<file path="src/md5_pkg.sv">
// MD5 package: item types, opcodes, round constants, shift amounts and word-index functions.
// No dependencies; used by every module in src.
`timescale 1ns / 1ps
package md5_pkg;

  typedef enum logic [1:0] {
    OP_APPEND = 2'd0,
    OP_APPEND_FINISH = 2'd1,
    OP_FINISH = 2'd2,
    OP_ABANDON = 2'd3
  } md5_op_t;

  typedef struct packed {
    logic [1:0] opcode;
    logic [7:0] data_byte;
  } md5_in_t;

  typedef struct packed {
    logic [31:0] digest_word;
    logic last_word;
  } md5_out_t;

  // Byte command passed from the front part to the back part.
  typedef enum logic [1:0] {
    CMD_BYTE = 2'd0,
    CMD_DIGEST = 2'd1,
    CMD_CLEAR = 2'd2
  } md5_cmd_t;

  typedef struct packed {
    md5_cmd_t cmd;
    logic [7:0] data;
  } md5_job_t;

  typedef enum logic [1:0] {
    FS_IDLE,
    FS_PAD,
    FS_LEN,
    FS_DONE
  } md5_fstate_t;

  typedef enum logic [1:0] {
    BS_FILL,
    BS_ROUND,
    BS_EMIT
  } md5_bstate_t;

  localparam logic [31:0] IV_A = 32'h67452301;
  localparam logic [31:0] IV_B = 32'hefcdab89;
  localparam logic [31:0] IV_C = 32'h98badcfe;
  localparam logic [31:0] IV_D = 32'h10325476;
  localparam logic [7:0] PAD_BYTE = 8'h80;
  localparam logic [5:0] LEN_POS = 6'd56;

  localparam logic [31:0] ROUND_K [64] = '{
    32'hd76aa478, 32'he8c7b756, 32'h242070db, 32'hc1bdceee,
    32'hf57c0faf, 32'h4787c62a, 32'ha8304613, 32'hfd469501,
    32'h698098d8, 32'h8b44f7af, 32'hffff5bb1, 32'h895cd7be,
    32'h6b901122, 32'hfd987193, 32'ha679438e, 32'h49b40821,
    32'hf61e2562, 32'hc040b340, 32'h265e5a51, 32'he9b6c7aa,
    32'hd62f105d, 32'h02441453, 32'hd8a1e681, 32'he7d3fbc8,
    32'h21e1cde6, 32'hc33707d6, 32'hf4d50d87, 32'h455a14ed,
    32'ha9e3e905, 32'hfcefa3f8, 32'h676f02d9, 32'h8d2a4c8a,
    32'hfffa3942, 32'h8771f681, 32'h6d9d6122, 32'hfde5380c,
    32'ha4beea44, 32'h4bdecfa9, 32'hf6bb4b60, 32'hbebfbc70,
    32'h289b7ec6, 32'heaa127fa, 32'hd4ef3085, 32'h04881d05,
    32'hd9d4d039, 32'he6db99e5, 32'h1fa27cf8, 32'hc4ac5665,
    32'hf4292244, 32'h432aff97, 32'hab9423a7, 32'hfc93a039,
    32'h655b59c3, 32'h8f0ccc92, 32'hffeff47d, 32'h85845dd1,
    32'h6fa87e4f, 32'hfe2ce6e0, 32'ha3014314, 32'h4e0811a1,
    32'hf7537e82, 32'hbd3af235, 32'h2ad7d2bb, 32'heb86d391
  };

  localparam logic [4:0] ROT_S [16] = '{
    5'd7, 5'd12, 5'd17, 5'd22, 5'd5, 5'd9, 5'd14, 5'd20,
    5'd4, 5'd11, 5'd16, 5'd23, 5'd6, 5'd10, 5'd15, 5'd21
  };

  // Message word index used in step i.
  function automatic logic [3:0] msg_index(input logic [5:0] i);
    logic [3:0] lo;
    lo = i[3:0];
    case (i[5:4])
      2'd0: msg_index = lo;
      2'd1: msg_index = 4'((lo << 2) + lo + 4'd1);
      2'd2: msg_index = 4'((lo << 1) + lo + 4'd5);
      default: msg_index = 4'((lo << 3) - lo);
    endcase
  endfunction

endpackage

</file>
<file path="src/md5_front.sv">
// MD5 front part: accepts items, tracks the message length and expands a finish
// into padding and length bytes. Depends on md5_pkg.
`timescale 1ns / 1ps
module md5_front import md5_pkg::*; (
  input  logic clk,
  input  logic rst,
  input  logic in_valid,
  output logic in_ready,
  input  md5_in_t in_item,
  output logic job_valid,
  input  logic job_ready,
  output md5_job_t job
);

  md5_fstate_t state, state_next;
  logic [63:0] bit_count, bit_count_next;
  logic [63:0] len_bits, len_bits_next;
  logic [5:0] pos;
  logic [2:0] len_idx, len_idx_next;

  assign pos = bit_count[8:3];

  always_ff @(posedge clk) begin
    if (rst) begin
      state <= FS_IDLE;
      bit_count <= '0;
      len_idx <= '0;
    end else begin
      state <= state_next;
      bit_count <= bit_count_next;
      len_idx <= len_idx_next;
    end
    len_bits <= len_bits_next;
  end

  // Byte sequencer: pass-through when idle, then padding, length and digest request.
  always_comb begin
    state_next = state;
    bit_count_next = bit_count;
    len_bits_next = len_bits;
    len_idx_next = len_idx;
    in_ready = 1'b0;
    job_valid = 1'b0;
    job = '{cmd: CMD_BYTE, data: in_item.data_byte};
    unique case (state)
      FS_IDLE: begin
        in_ready = job_ready;
        job_valid = in_valid;
        unique case (md5_op_t'(in_item.opcode))
          OP_APPEND, OP_APPEND_FINISH: job.cmd = CMD_BYTE;
          OP_FINISH: begin
            job.cmd = CMD_BYTE;
            job.data = PAD_BYTE;
          end
          default: job.cmd = CMD_CLEAR;
        endcase
        if (in_valid && job_ready) begin
          unique case (md5_op_t'(in_item.opcode))
            OP_APPEND: bit_count_next = bit_count + 64'd8;
            OP_APPEND_FINISH: begin
              // Send the byte now; the pad byte follows next.
              len_bits_next = bit_count + 64'd8;
              bit_count_next = bit_count + 64'd8;
              state_next = FS_PAD;
            end
            OP_FINISH: begin
              len_bits_next = bit_count;
              bit_count_next = bit_count + 64'd16;
              state_next = FS_PAD;
            end
            default: bit_count_next = '0;
          endcase
        end
        if (in_valid && md5_op_t'(in_item.opcode) == OP_FINISH) begin
          // A finish without a byte has already sent its pad byte.
          if (job_ready) state_next = (bit_count[8:3] + 6'd1 == LEN_POS) ? FS_LEN : FS_PAD;
          if (job_ready) bit_count_next = bit_count + 64'd8;
        end
      end
      FS_PAD: begin
        job_valid = 1'b1;
        // The first pad byte after a data byte is 0x80.
        job.data = (bit_count == len_bits) ? PAD_BYTE : 8'h00;
        if (job_ready) begin
          bit_count_next = bit_count + 64'd8;
          if (pos + 6'd1 == LEN_POS) state_next = FS_LEN;
        end
      end
      FS_LEN: begin
        job_valid = 1'b1;
        job.data = len_bits[{len_idx, 3'b000} +: 8];
        if (job_ready) begin
          len_idx_next = len_idx + 3'd1;
          if (len_idx == 3'd7) state_next = FS_DONE;
        end
      end
      default: begin
        job_valid = 1'b1;
        job.cmd = CMD_DIGEST;
        if (job_ready) begin
          bit_count_next = '0;
          state_next = FS_IDLE;
        end
      end
    endcase
  end

endmodule

</file>
<file path="src/md5_queue.sv">
// Two-entry job queue between the MD5 front and back parts.
// Depends on md5_pkg.
`timescale 1ns / 1ps
module md5_queue import md5_pkg::*; (
  input  logic clk,
  input  logic rst,
  input  logic wr_valid,
  output logic wr_ready,
  input  md5_job_t wr_job,
  output logic rd_valid,
  input  logic rd_ready,
  output md5_job_t rd_job
);

  md5_job_t slots [2];
  logic wr_ptr, rd_ptr;
  logic [1:0] count;

  assign wr_ready = count != 2'd2;
  assign rd_valid = count != 2'd0;
  assign rd_job = slots[rd_ptr];

  // Pointer and occupancy update.
  always_ff @(posedge clk) begin
    if (rst) begin
      wr_ptr <= 1'b0;
      rd_ptr <= 1'b0;
      count <= '0;
    end else begin
      if (wr_valid && wr_ready) wr_ptr <= ~wr_ptr;
      if (rd_valid && rd_ready) rd_ptr <= ~rd_ptr;
      count <= count + 2'((wr_valid && wr_ready) ? 1 : 0) - 2'((rd_valid && rd_ready) ? 1 : 0);
    end
    if (wr_valid && wr_ready) slots[wr_ptr] <= wr_job;
  end

endmodule

</file>
<file path="src/md5_back.sv">
// MD5 back part: block buffer, 64-step compression and digest output register.
// Depends on md5_pkg.
`timescale 1ns / 1ps
module md5_back import md5_pkg::*; (
  input  logic clk,
  input  logic rst,
  input  logic job_valid,
  output logic job_ready,
  input  md5_job_t job,
  output logic out_valid,
  input  logic out_ready,
  output md5_out_t out_item
);

  md5_bstate_t state, state_next;
  logic [31:0] words [16];
  logic [31:0] h [4];
  logic [31:0] a, b, c, d;
  logic [5:0] pos;
  logic [5:0] step;
  logic [1:0] emit_idx;
  logic [31:0] f, sum, rot, m;
  logic [4:0] s;
  logic fill_done;

  assign fill_done = state == BS_FILL && job_valid && job.cmd == CMD_BYTE && pos == 6'd63;

  // Round function of the current step.
  always_comb begin
    case (step[5:4])
      2'd0: f = (b & c) | (~b & d);
      2'd1: f = (b & d) | (c & ~d);
      2'd2: f = b ^ c ^ d;
      default: f = c ^ (b | ~d);
    endcase
    m = words[msg_index(step)];
    s = ROT_S[{step[5:4], step[1:0]}];
    sum = a + f + ROUND_K[step] + m;
    rot = (sum << s) | (sum >> (6'd32 - {1'b0, s}));
  end

  always_comb begin
    state_next = state;
    job_ready = 1'b0;
    unique case (state)
      BS_FILL: begin
        job_ready = 1'b1;
        if (job_valid) begin
          if (fill_done) state_next = BS_ROUND;
          else if (job.cmd == CMD_DIGEST) state_next = BS_EMIT;
        end
      end
      BS_ROUND: if (step == 6'd63) state_next = BS_FILL;
      default: if (out_ready && emit_idx == 2'd3) state_next = BS_FILL;
    endcase
  end

  assign out_valid = state == BS_EMIT;
  assign out_item = '{digest_word: h[emit_idx], last_word: emit_idx == 2'd3};

  always_ff @(posedge clk) begin
    if (rst) begin
      state <= BS_FILL;
      pos <= '0;
      step <= '0;
      emit_idx <= '0;
      h <= '{IV_A, IV_B, IV_C, IV_D};
    end else begin
      state <= state_next;
      unique case (state)
        BS_FILL: if (job_valid) begin
          if (job.cmd == CMD_BYTE) pos <= pos + 6'd1;
          if (job.cmd == CMD_CLEAR) begin
            pos <= '0;
            h <= '{IV_A, IV_B, IV_C, IV_D};
          end
          if (fill_done) step <= '0;
        end
        BS_ROUND: begin
          step <= step + 6'd1;
          if (step == 6'd63) begin
            h[0] <= h[0] + d;
            h[1] <= h[1] + b + rot;
            h[2] <= h[2] + b;
            h[3] <= h[3] + c;
          end
        end
        default: if (out_ready) begin
          emit_idx <= emit_idx + 2'd1;
          if (emit_idx == 2'd3) begin
            pos <= '0;
            h <= '{IV_A, IV_B, IV_C, IV_D};
          end
        end
      endcase
    end
    // Working variables and block words carry no reset.
    if (state == BS_FILL && job_valid && job.cmd == CMD_BYTE)
      words[pos[5:2]][{pos[1:0], 3'b000} +: 8] <= job.data;
    if (fill_done) begin
      a <= h[0];
      b <= h[1];
      c <= h[2];
      d <= h[3];
    end else if (state == BS_ROUND) begin
      a <= d;
      d <= c;
      c <= b;
      b <= b + rot;
    end
  end

endmodule

</file>
<file path="src/md5_message_digest_unit.sv">
// MD5 digest unit top level: front sequencer, job queue and compression back end.
// Depends on md5_pkg, md5_front, md5_queue and md5_back.
//
//   channel  direction  payload    handshake
//   in       input      md5_in_t   in_valid / in_ready
//   out      output     md5_out_t  out_valid / out_ready
//
// The 64th byte of a block starts compression in the single round unit, during
// which up to two more bytes queue.
// A finish expands to 9..72 padding/length bytes, then four digest words.
// Reset is synchronous and restores the initial chaining value.
// Either side may stall; the queue decouples input acceptance from compression.
`timescale 1ns / 1ps
module md5_message_digest_unit import md5_pkg::*; (
  input  logic clk,
  input  logic rst,
  input  logic in_valid,
  output logic in_ready,
  input  md5_in_t in_item,
  output logic out_valid,
  input  logic out_ready,
  output md5_out_t out_item
);

  logic fq_valid, fq_ready, qb_valid, qb_ready;
  md5_job_t fq_job, qb_job;

  md5_front u_front (
    .clk, .rst, .in_valid, .in_ready, .in_item,
    .job_valid(fq_valid), .job_ready(fq_ready), .job(fq_job)
  );

  md5_queue u_queue (
    .clk, .rst, .wr_valid(fq_valid), .wr_ready(fq_ready), .wr_job(fq_job),
    .rd_valid(qb_valid), .rd_ready(qb_ready), .rd_job(qb_job)
  );

  md5_back u_back (
    .clk, .rst, .job_valid(qb_valid), .job_ready(qb_ready), .job(qb_job),
    .out_valid, .out_ready, .out_item
  );

endmodule
</file>
<file path="config.mk">
export PLATFORM = sky130hd
export DESIGN_NAME = md5_message_digest_unit
export DESIGN_NICKNAME = d
export VERILOG_FILES = /design/src/md5_pkg.sv /design/src/md5_front.sv /design/src/md5_queue.sv /design/src/md5_back.sv /design/src/md5_message_digest_unit.sv
export SDC_FILE = /design/constraint.sdc
export NUM_CORES = 2
export LEC_CHECK = 0
export BUFFER_PORTS_ARGS = -buffer_cell sky130_fd_sc_hd__clkbuf_2
export CAP_MARGIN = 20
export CORE_MARGIN = 2
export CORE_UTILIZATION = 51
export DETAILED_ROUTE_END_ITERATION = 16
export PLACE_DENSITY = 0.69
export SLEW_MARGIN = 20
export SYNTH_ARGS = -nofsm -noshare
export SYNTH_HDL_FRONTEND = slang
export SYNTH_SLANG_ARGS = --single-unit
</file>
<file path="constraint.sdc">
create_clock -name clk -period 12.53 [get_ports clk]
set_clock_uncertainty 0.2 [all_clocks]
set_input_delay 1.8795 -clock clk [delete_from_list [all_inputs] [get_ports clk]]
set_output_delay 1.8795 -clock clk [all_outputs]
set_load 0.02 [all_outputs]
</file>
# ---- Word level (Yosys, flattened, before mapping)
# Memory sizes are Yosys's and may differ from the RTL's. A register that Yosys moved wholly into a read port is not among the register bits.
# Index checks and enable logic that the tools add are counted.
# Widths: inputs -> output; s select.
dict set report classes {
  eq_ne 27
  n_mux 73
  shifts 5
  n_lt_le_gt_ge 3
  n_addsub 25
  div_mod_pow 0
  bitwise_logic 21
  multipliers 0
  n_reduce_logical 37
}
# op count
set op_table {}
lappend op_table {{$mux 128} 5}
lappend op_table {{$mux 32} 13}
lappend op_table {{$mux 64} 5}
lappend op_table {{$add 32x32->32} 9}
lappend op_table {{$pmux 128 s2} 1}
lappend op_table {{$pmux 64 s2} 2}
lappend op_table {{$pmux 64 s3} 1}
lappend op_table {{$and 32x32->32} 4}
lappend op_table {{$or 32x32->32} 4}
lappend op_table {{$pmux 32 s3} 1}
lappend op_table {{$xor 32x32->32} 3}
lappend op_table {{$add 64x4->64 const B} 1}
lappend op_table {{$add 64x5->64 const B} 1}
lappend op_table {{$bmux 32 s2} 1}
lappend op_table {{$eq 64x64->1} 1}
lappend op_table {{$not 32->32} 2}
lappend op_table {{$shiftx 64x7->8} 1}
lappend op_table {{$mux 6} 7}
lappend op_table {{$mux 2} 16}
lappend op_table {{$shift 8x7->32 const A} 1}
lappend op_table {{$shiftx 8x7->32} 1}
lappend op_table {{$shl 32x5->32} 1}
lappend op_table {{$shr 32x6->32} 1}
lappend op_table {{$pmux 6 s2} 2}
lappend op_table {{43 further kinds} 107}
dict set report totals {
  elab_cells 214
  latch_bits 0
  ff_bits 409
  n_memories 4
  rom_bits 2128
  mem_bits_rw 532
}
# memory depth width read_ports rd_clocked_by_memory_dff wr line
set memory_table {}
lappend memory_table {{(name not given)} 64 32 1 0 0 md5_back.sv:38} ;# sum = a + f + ROUND_K[step] + m;
lappend memory_table {u_back.words 16 32 1 0 1 md5_back.sv:16} ;# logic [31:0] words [16];
lappend memory_table {{(name not given)} 16 5 1 0 0 md5_back.sv:37} ;# s = ROT_S[{step[5:4], step[1:0]}];
lappend memory_table {u_queue.slots 2 10 1 1 1 md5_queue.sv:15} ;# md5_job_t slots [2];

# ---- Depth between registers and ports, before layout
dict set report depth {
  word_depth 12
  mapped_depth 52
  ltp_nobuf 49
}

# ---- By module
# From an unflattened synthesis, not the netlist that was laid out.
dict set report unflattened {
  cells_unflattened 6334
  area_unflattened_um2 61024.8
}
# mod cells_per_inst instances area_each_um2 seq_area_each_um2
set by_module_without_submodules {}
lappend by_module_without_submodules {md5_back 5355 1 51759.6 22101.2}
lappend by_module_without_submodules {md5_front 924 1 8309.2 3303.2}
lappend by_module_without_submodules {md5_queue 55 1 955.9 700.7}

# ---- Least setup slack after synthesis
# No wires, ideal clock.
dict set report synth_path {
  kind {register -> register}
  startpoint {register u_back.step[0]}
  endpoint {register u_back.h[95] (netlist bit)}
  stages_incl_launch_ff 51
  setup_ns 0.058
  period_less_slack_ns 11.907
  path_buffers 6
  required_time_ns 12.272
  t_arrival_ns 11.649
  path_slack_ns 0.623
  path_cell_list {dfxtp_1 -> buf_2 -> inv_1 -> clkbuf_1 -> ha_1 -> clkbuf_1 -> mux2i_1 -> a221o_1 -> buf_2 -> buf_1 -> buf_1 -> mux4_2 -> nand2_1 -> a31oi_1 -> fa_1 -> inv_1 -> fa_1 -> inv_1 -> (+15 left out) -> a221o_1 -> fa_1 -> ha_1 -> fa_1 -> a211oi_1 -> o21ai_0 -> o2111ai_1 -> nor2_1 -> a211o_1 -> nand4_1 -> nand3_1 -> o41a_1 -> a21o_1 -> a31o_2 -> a21oi_1 -> xor3_1 -> a21oi_1 -> o22a_1}
}
dict set report synth_between {
  elab_chain_cells 11
}
# item line
set synth_rtl {}
lappend synth_rtl {{start: declaration} md5_back.sv:20} ;# logic [5:0] step;
lappend synth_rtl {{start signal: assignment} md5_back.sv:80} ;# step <= step + 6'd1;
lappend synth_rtl {{$not 6->7 (not written as such)} md5_back.sv:38}
lappend synth_rtl {{$mem_v2 64x32} n/a}
lappend synth_rtl {{$mux 32 (not written as such) (2 in series)} md5_back.sv:38}
lappend synth_rtl {{$add 32x32->32 (2 in series)} md5_back.sv:38}
lappend synth_rtl {{$shr 32x6->32 / $shl 32x5->32 (equally long branches)} md5_back.sv:39} ;# rot = (sum << s) | (sum >> (6'd32 - {1'b0, s}));
lappend synth_rtl {{$or 32x32->32} md5_back.sv:39}
lappend synth_rtl {{$add 32x32->32} md5_back.sv:83} ;# h[1] <= h[1] + b + rot;
lappend synth_rtl {{$mux 128} md5_back.sv:81} ;# if (step == 6'd63) begin
lappend synth_rtl {{$pmux 128 s2} md5_back.sv:70} ;# unique case (state)
lappend synth_rtl {{end signal: assignment} md5_back.sv:67} ;# h <= '{IV_A, IV_B, IV_C, IV_D};
lappend synth_rtl {{end signal: assignment} md5_back.sv:75} ;# h <= '{IV_A, IV_B, IV_C, IV_D};
lappend synth_rtl {{end signal: assignment} md5_back.sv:92} ;# h <= '{IV_A, IV_B, IV_C, IV_D};
lappend synth_rtl {{end: declaration} md5_back.sv:17} ;# logic [31:0] h [4];
# Parallel ways exist; a longest one is shown, timed or not. The select of a mux whose other input is x is not followed.
# A chain may end at the register's enable or synchronous reset.

# ---- Worst setup path after layout
dict set report layout_path {
  startpoint {register u_back.step[1]}
  endpoint {register u_back.h[92] (netlist bit)}
}
# The elaborated chain is that of the path after synthesis.

==> metrics.txt <==
# TYPE chip_impl_metric gauge
chip_impl_metric{name="leakagePower",unit="nW"} 23.8
chip_impl_metric{name="grt_antenna_before_repair",unit=""} 2
chip_impl_info{name="crit_top_cell",value="sky130_fd_sc_hd__fa_1"} 1
chip_impl_metric{name="synth.ff_latch_count",unit=""} 942
chip_impl_metric{name="cts_sinks",unit=""} 942
chip_impl_metric{name="insertedDiodeCount",unit=""} 0
chip_impl_metric{name="share_of_yosys_cell_area_claimed_by_the_top_area_cell_type",unit=""} 0.363
chip_impl_metric{name="clkTransAtPathRegs",unit="ns"} 0.06
chip_impl_metric{name="design_power_total",unit="mW"} 9.91
chip_impl_info{name="setup.worst_path.start",value="u_back.step[1]"} 1
chip_impl_metric{name="detail_route.drc_violations",unit=""} 0
chip_impl_metric{name="routability_driven_placement_congestion_ratio",unit=""} 1.02
chip_impl_info{name="crit_path_kind",value="register to register"} 1
chip_impl_metric{name="ctsHtreeMaxLevel",unit=""} 3
chip_impl_info{name="synth.most_common_cell",value="sky130_fd_sc_hd__nand2_1"} 1
chip_impl_metric{name="setup-violations-final",unit=""} 0
chip_impl_metric{name="max-vdd-ir-drop",unit="mV"} 0.150
chip_impl_metric{name="synth_compound_gate_area_share",unit=""} 0.162
chip_impl_metric{name="min_path_cells",unit=""} 2
chip_impl_metric{name="finalCritPeriodShare",unit=""} 0.952
chip_impl_info{name="clk_root_buffer_cell",value="sky130_fd_sc_hd__clkbuf_16"} 1
chip_impl_metric{name="vias",unit=""} 48200
chip_impl_metric{name="boundaryPins",unit=""} 49
chip_impl_info{name="synthTopCellsByArea",value="sky130_fd_sc_hd__edfxtp_1, sky130_fd_sc_hd__dfxtp_1, sky130_fd_sc_hd__mux4_2, sky130_fd_sc_hd__ha_1, sky130_fd_sc_hd__nand2_1"} 1
chip_impl_metric{name="drive_gt1_frac",unit=""} 0.103
chip_impl_info{name="status",value="finished, final reports clean"} 1
chip_impl_metric{name="maxClockFrequency",unit="MHz"} 83.8
chip_impl_info{name="regToRegEndpoint",value="u_back.h[92]"} 1
chip_impl_info{name="min_from",value="u_back.emit_idx[1]"} 1
chip_impl_metric{name="worst_ep_arrival_time",unit="ns"} 12.28
chip_impl_metric{name="synth-adder-area-share",unit=""} 0.0862
chip_impl_metric{name="path_buf_inv",unit=""} 6
chip_impl_metric{name="ctsLongestPathBuffers",unit=""} 3
chip_impl_metric{name="syn-cell-area",unit="um2"} 59900
chip_impl_metric{name="core",unit="um2"} 116000
chip_impl_metric{name="worstSkewPairLatency",unit="ns"} 0.73
chip_impl_info{name="synth_flop_cell",value="sky130_fd_sc_hd__edfxtp_1"} 1
chip_impl_info{name="critical_path.top_delay_family",value="compound AO/OA/AOI/OAI gates"} 1
chip_impl_metric{name="placedInstanceArea",unit="um2"} 61700
chip_impl_info{name="worstHoldEndpoint",value="u_back.emit_idx[1]"} 1
chip_impl_metric{name="slew_violations",unit=""} 0
chip_impl_metric{name="synth_edf_count",unit=""} 724
chip_impl_metric{name="final_period_minus_worst_setup_slack",unit="ns"} 11.93
chip_impl_metric{name="synthMuxAreaShare",unit=""} 0.0833
chip_impl_metric{name="avgRoutedWirePerCell",unit="um"} 25.1
chip_impl_metric{name="cp_data_required_time",unit="ns"} 12.88
chip_impl_info{name="commonest_cells_in_the_synthesized_netlist",value="sky130_fd_sc_hd__nand2_1, sky130_fd_sc_hd__edfxtp_1, sky130_fd_sc_hd__nor2_1, sky130_fd_sc_hd__a21oi_1, sky130_fd_sc_hd__inv_1"} 1
chip_impl_metric{name="biggest_fanout_along_the_worst_timing_path",unit=""} 12
chip_impl_metric{name="synth-async-reset-ratio",unit=""} 0
chip_impl_metric{name="stdcell_count",unit=""} 7492
chip_impl_metric{name="drv.max_cap_violation_count",unit=""} 0
chip_impl_metric{name="post_synth_xor_area_fraction",unit=""} 0.0489
chip_impl_metric{name="drtIter0Drc",unit=""} 5917
chip_impl_metric{name="areaGrowthSynthToFinish",unit="%"} 9.12
chip_impl_metric{name="initial_utilization",unit=""} 0.515
chip_impl_metric{name="first_pass_grt_wire_length",unit="um"} 284000
chip_impl_info{name="tritoncts",value="built"} 1
chip_impl_metric{name="yosysSeqAreaShare",unit=""} 0.436
chip_impl_metric{name="die_w",unit="um"} 347
chip_impl_metric{name="routed_wl",unit="um"} 188000
chip_impl_metric{name="post_synth_and_or_nand_nor_area_fraction",unit=""} 0.138
chip_impl_metric{name="yosysWarnings",unit=""} 0
chip_impl_metric{name="layout.filler_cells",unit=""} 9968
chip_impl_metric{name="dp_cells",unit=""} 7295
chip_impl_metric{name="avgSynthCellArea",unit="um2"} 10.0
chip_impl_metric{name="hold_slack",unit="ns"} 0.275
chip_impl_metric{name="final_antenna_net_count",unit=""} 0
chip_impl_info{name="endpoint_kind",value="register"} 1
chip_impl_info{name="crit-reg2reg-launch",value="u_back.step[1]"} 1
chip_impl_metric{name="place.port_buffers",unit=""} 48
chip_impl_info{name="critical_path.slowest_cell",value="sky130_fd_sc_hd__fa_1"} 1
chip_impl_metric{name="fp-row-count",unit=""} 125
chip_impl_metric{name="synth.lib_cells_used.distinct",unit=""} 98
chip_impl_metric{name="detailedPlacementHpwl",unit="um"} 135000
chip_impl_metric{name="design.die.area",unit="um2"} 120000
chip_impl_metric{name="post_cts_hold_buffer_count",unit=""} 0
chip_impl_metric{name="tightest_slew",unit="ns"} 1.25
chip_impl_metric{name="syn-num-nets",unit=""} 6327
chip_impl_metric{name="synth_cells",unit=""} 5981
chip_impl_info{name="setup.worst_path.start_class",value="register"} 1
chip_impl_metric{name="die_h",unit="um"} 347
chip_impl_info{name="hold_path.class",value="register to register"} 1
chip_impl_metric{name="critical_path.max_stage_delay",unit="ns"} 0.55
chip_impl_metric{name="cts_inserted_buffers",unit=""} 100
chip_impl_metric{name="grt_pass1_vias",unit=""} 45500
chip_impl_info{name="synth_top_cell_by_area",value="sky130_fd_sc_hd__edfxtp_1"} 1
chip_impl_metric{name="r2r_slack",unit="ns"} 0.60
chip_impl_metric{name="timing.reg2reg.worst_path_depth",unit=""} 47
chip_impl_metric{name="power_per_cell_area",unit="nW/um2"} 152
chip_impl_metric{name="drt_first_pass_iters",unit=""} 9
chip_impl_metric{name="final_design_area_no_fill",unit="um2"} 65400
chip_impl_metric{name="finalNetCount",unit=""} 6227
chip_impl_info{name="dominant_combinational_cell_family_by_area_after_synthesis",value="compound AO/OA/AOI/OAI gates"} 1
chip_impl_metric{name="grt_remaining_overflow",unit=""} 0
chip_impl_metric{name="post_drt_via_cell_ratio",unit=""} 6.44
chip_impl_metric{name="hold_viol_final",unit=""} 0
chip_impl_metric{name="grt_use_total",unit=""} 0.307
chip_impl_metric{name="grt_max_degree",unit=""} 100
chip_impl_metric{name="maxSlewHeadroom",unit=""} 0.141
power breakdown:
group / switching (mW) / internal, mW
sequential: 0.0814 / 3.63
combinational: 2.08 / 1.05
clock: 1.34 / 1.73
total: 3.49 / 6.42
worst register-to-register path, delay by kind of cell (launching register included):
kind | cells | cell delay [ns]
and+or+nand+nor | 5 | 0.82
xor gates and xnor gates | 2 | 0.51
muxes | 3 | 0.81
buffers and inverters | 6 | 0.78
AOI/OAI and AO/OA | 24 | 5.49
adders and majority gates | 7 | 2.83
DFF | 1 | 0.33
cell usage in the layout (no fill, tap or decap), types with 24 or more instances in the layout:
master | synthesis | routed
sky130_fd_sc_hd__and2_1 | 50 | 50
sky130_fd_sc_hd__a21oi_1 | 368 | 366
sky130_fd_sc_hd__a22oi_1 | 51 | 51
sky130_fd_sc_hd__a211oi_1 | 66 | 66
sky130_fd_sc_hd__o21bai_1 | 33 | 33
sky130_fd_sc_hd__a21o_1 | 79 | 79
sky130_fd_sc_hd__clkinv_2 | 0 | 24
sky130_fd_sc_hd__inv_1 | 345 | 345
sky130_fd_sc_hd__nor2_1 | 564 | 547
sky130_fd_sc_hd__o31ai_1 | 30 | 29
sky130_fd_sc_hd__nand2_1 | 729 | 727
sky130_fd_sc_hd__o22ai_1 | 76 | 76
sky130_fd_sc_hd__o221ai_1 | 24 | 24
sky130_fd_sc_hd__a31oi_1 | 116 | 106
sky130_fd_sc_hd__a311oi_1 | 54 | 54
sky130_fd_sc_hd__o21ai_0 | 312 | 307
sky130_fd_sc_hd__nand2b_1 | 86 | 86
sky130_fd_sc_hd__edfxtp_1 | 724 | 724
sky130_fd_sc_hd__o211ai_1 | 33 | 33
sky130_fd_sc_hd__clkbuf_16 | 0 | 102
sky130_fd_sc_hd__xor2_1 | 141 | 140
sky130_fd_sc_hd__nor3_1 | 111 | 109
sky130_fd_sc_hd__maj3_1 | 25 | 25
sky130_fd_sc_hd__mux2i_1 | 73 | 69
sky130_fd_sc_hd__buf_4 | 2 | 102
sky130_fd_sc_hd__dfxtp_1 | 218 | 212
sky130_fd_sc_hd__nor2b_1 | 35 | 33
sky130_fd_sc_hd__mux4_2 | 180 | 180
sky130_fd_sc_hd__o21a_1 | 37 | 36
sky130_fd_sc_hd__clkbuf_2 | 0 | 47
sky130_fd_sc_hd__nand3_1 | 114 | 113
sky130_fd_sc_hd__and3_1 | 38 | 36
sky130_fd_sc_hd__or3_1 | 33 | 33
sky130_fd_sc_hd__fa_1 | 101 | 101
sky130_fd_sc_hd__ha_1 | 231 | 230
sky130_fd_sc_hd__nand4_1 | 43 | 43
sky130_fd_sc_hd__xnor2_1 | 184 | 181
timing repair:
action                                  in CTS  in global routing
resized for setup                            0                 24
setup buffers                                0                  6
endpoints found under the setup margin       0                  9
how the worst max path moves through the flow:
stage | to | slack (ns) | cells after the start
global route | u_back.h[95] | -0.03 | 45
finish | u_back.h[92] | 0.60 | 47
CTS | u_back.h[92] | 0.35 | 46
floorplan | u_back.h[95] | 0.62 | 50
global placement | u_back.h[94] | 0.60 | 44
detailed placement | u_back.h[92] | 0.43 | 46
kinds of logic after synthesis:
logic type	after synthesis
adders and majority gates	357
xor gates and xnor gates	329
DFF	942
and+or+nand+nor	1876
muxes	271
buffers and inverters	717
AOI/OAI and AO/OA	1489
metrics by stage:
stage	util	TNS [ns]	worst slack [ns]
after detailed placement	0.530	0	0.428
after CTS	0.560	0	0.346
after global placement	0.530	0	0.603
final	0.562	0	0.600
after floorplan	-	0	0.623
after global routing	0.562	-0.0583	-0.0329
per-layer routing:
| layer | vias to the layer above | global-route usage | wire [um] |
|---|---|---|---|
| met2 | 2443 | 0.468 | 83500 |
| met5 | - | 0.00200 | 12 |
| met4 | 2 | 0.146 | 9750 |
| met3 | 434 | 0.0608 | 17300 |
| li1 | 21700 | - | - |
| met1 | 23600 | 0.422 | 77700 |
flip-flops by register name, summed over array words and instances, names as in the netlist, 20 cells and up, named ones only:
signal             cells
u_back.c              32
u_back.h             128
u_back.d              32
u_front.bit_count     64
u_back.b              32
u_queue.slots         20
u_front.len_bits      64
u_back.a              32
u_back.words         512
layout make-up:
cell class / count / area, um2 / share of cell area
inverter: 352 / 1320 / 0.0202
timing repair buffer: 163 / 1250 / 0.0191
clock inverter: 69 / 762 / 0.0117
clock buffer: 120 / 2650 / 0.0405
sequential: 942 / 26100 / 0.400
multi-input combinational: 4322 / 31400 / 0.480
tap: 1524 / 1910 / 0.0292
Note: power is estimated with default switching activity, not from simulation.
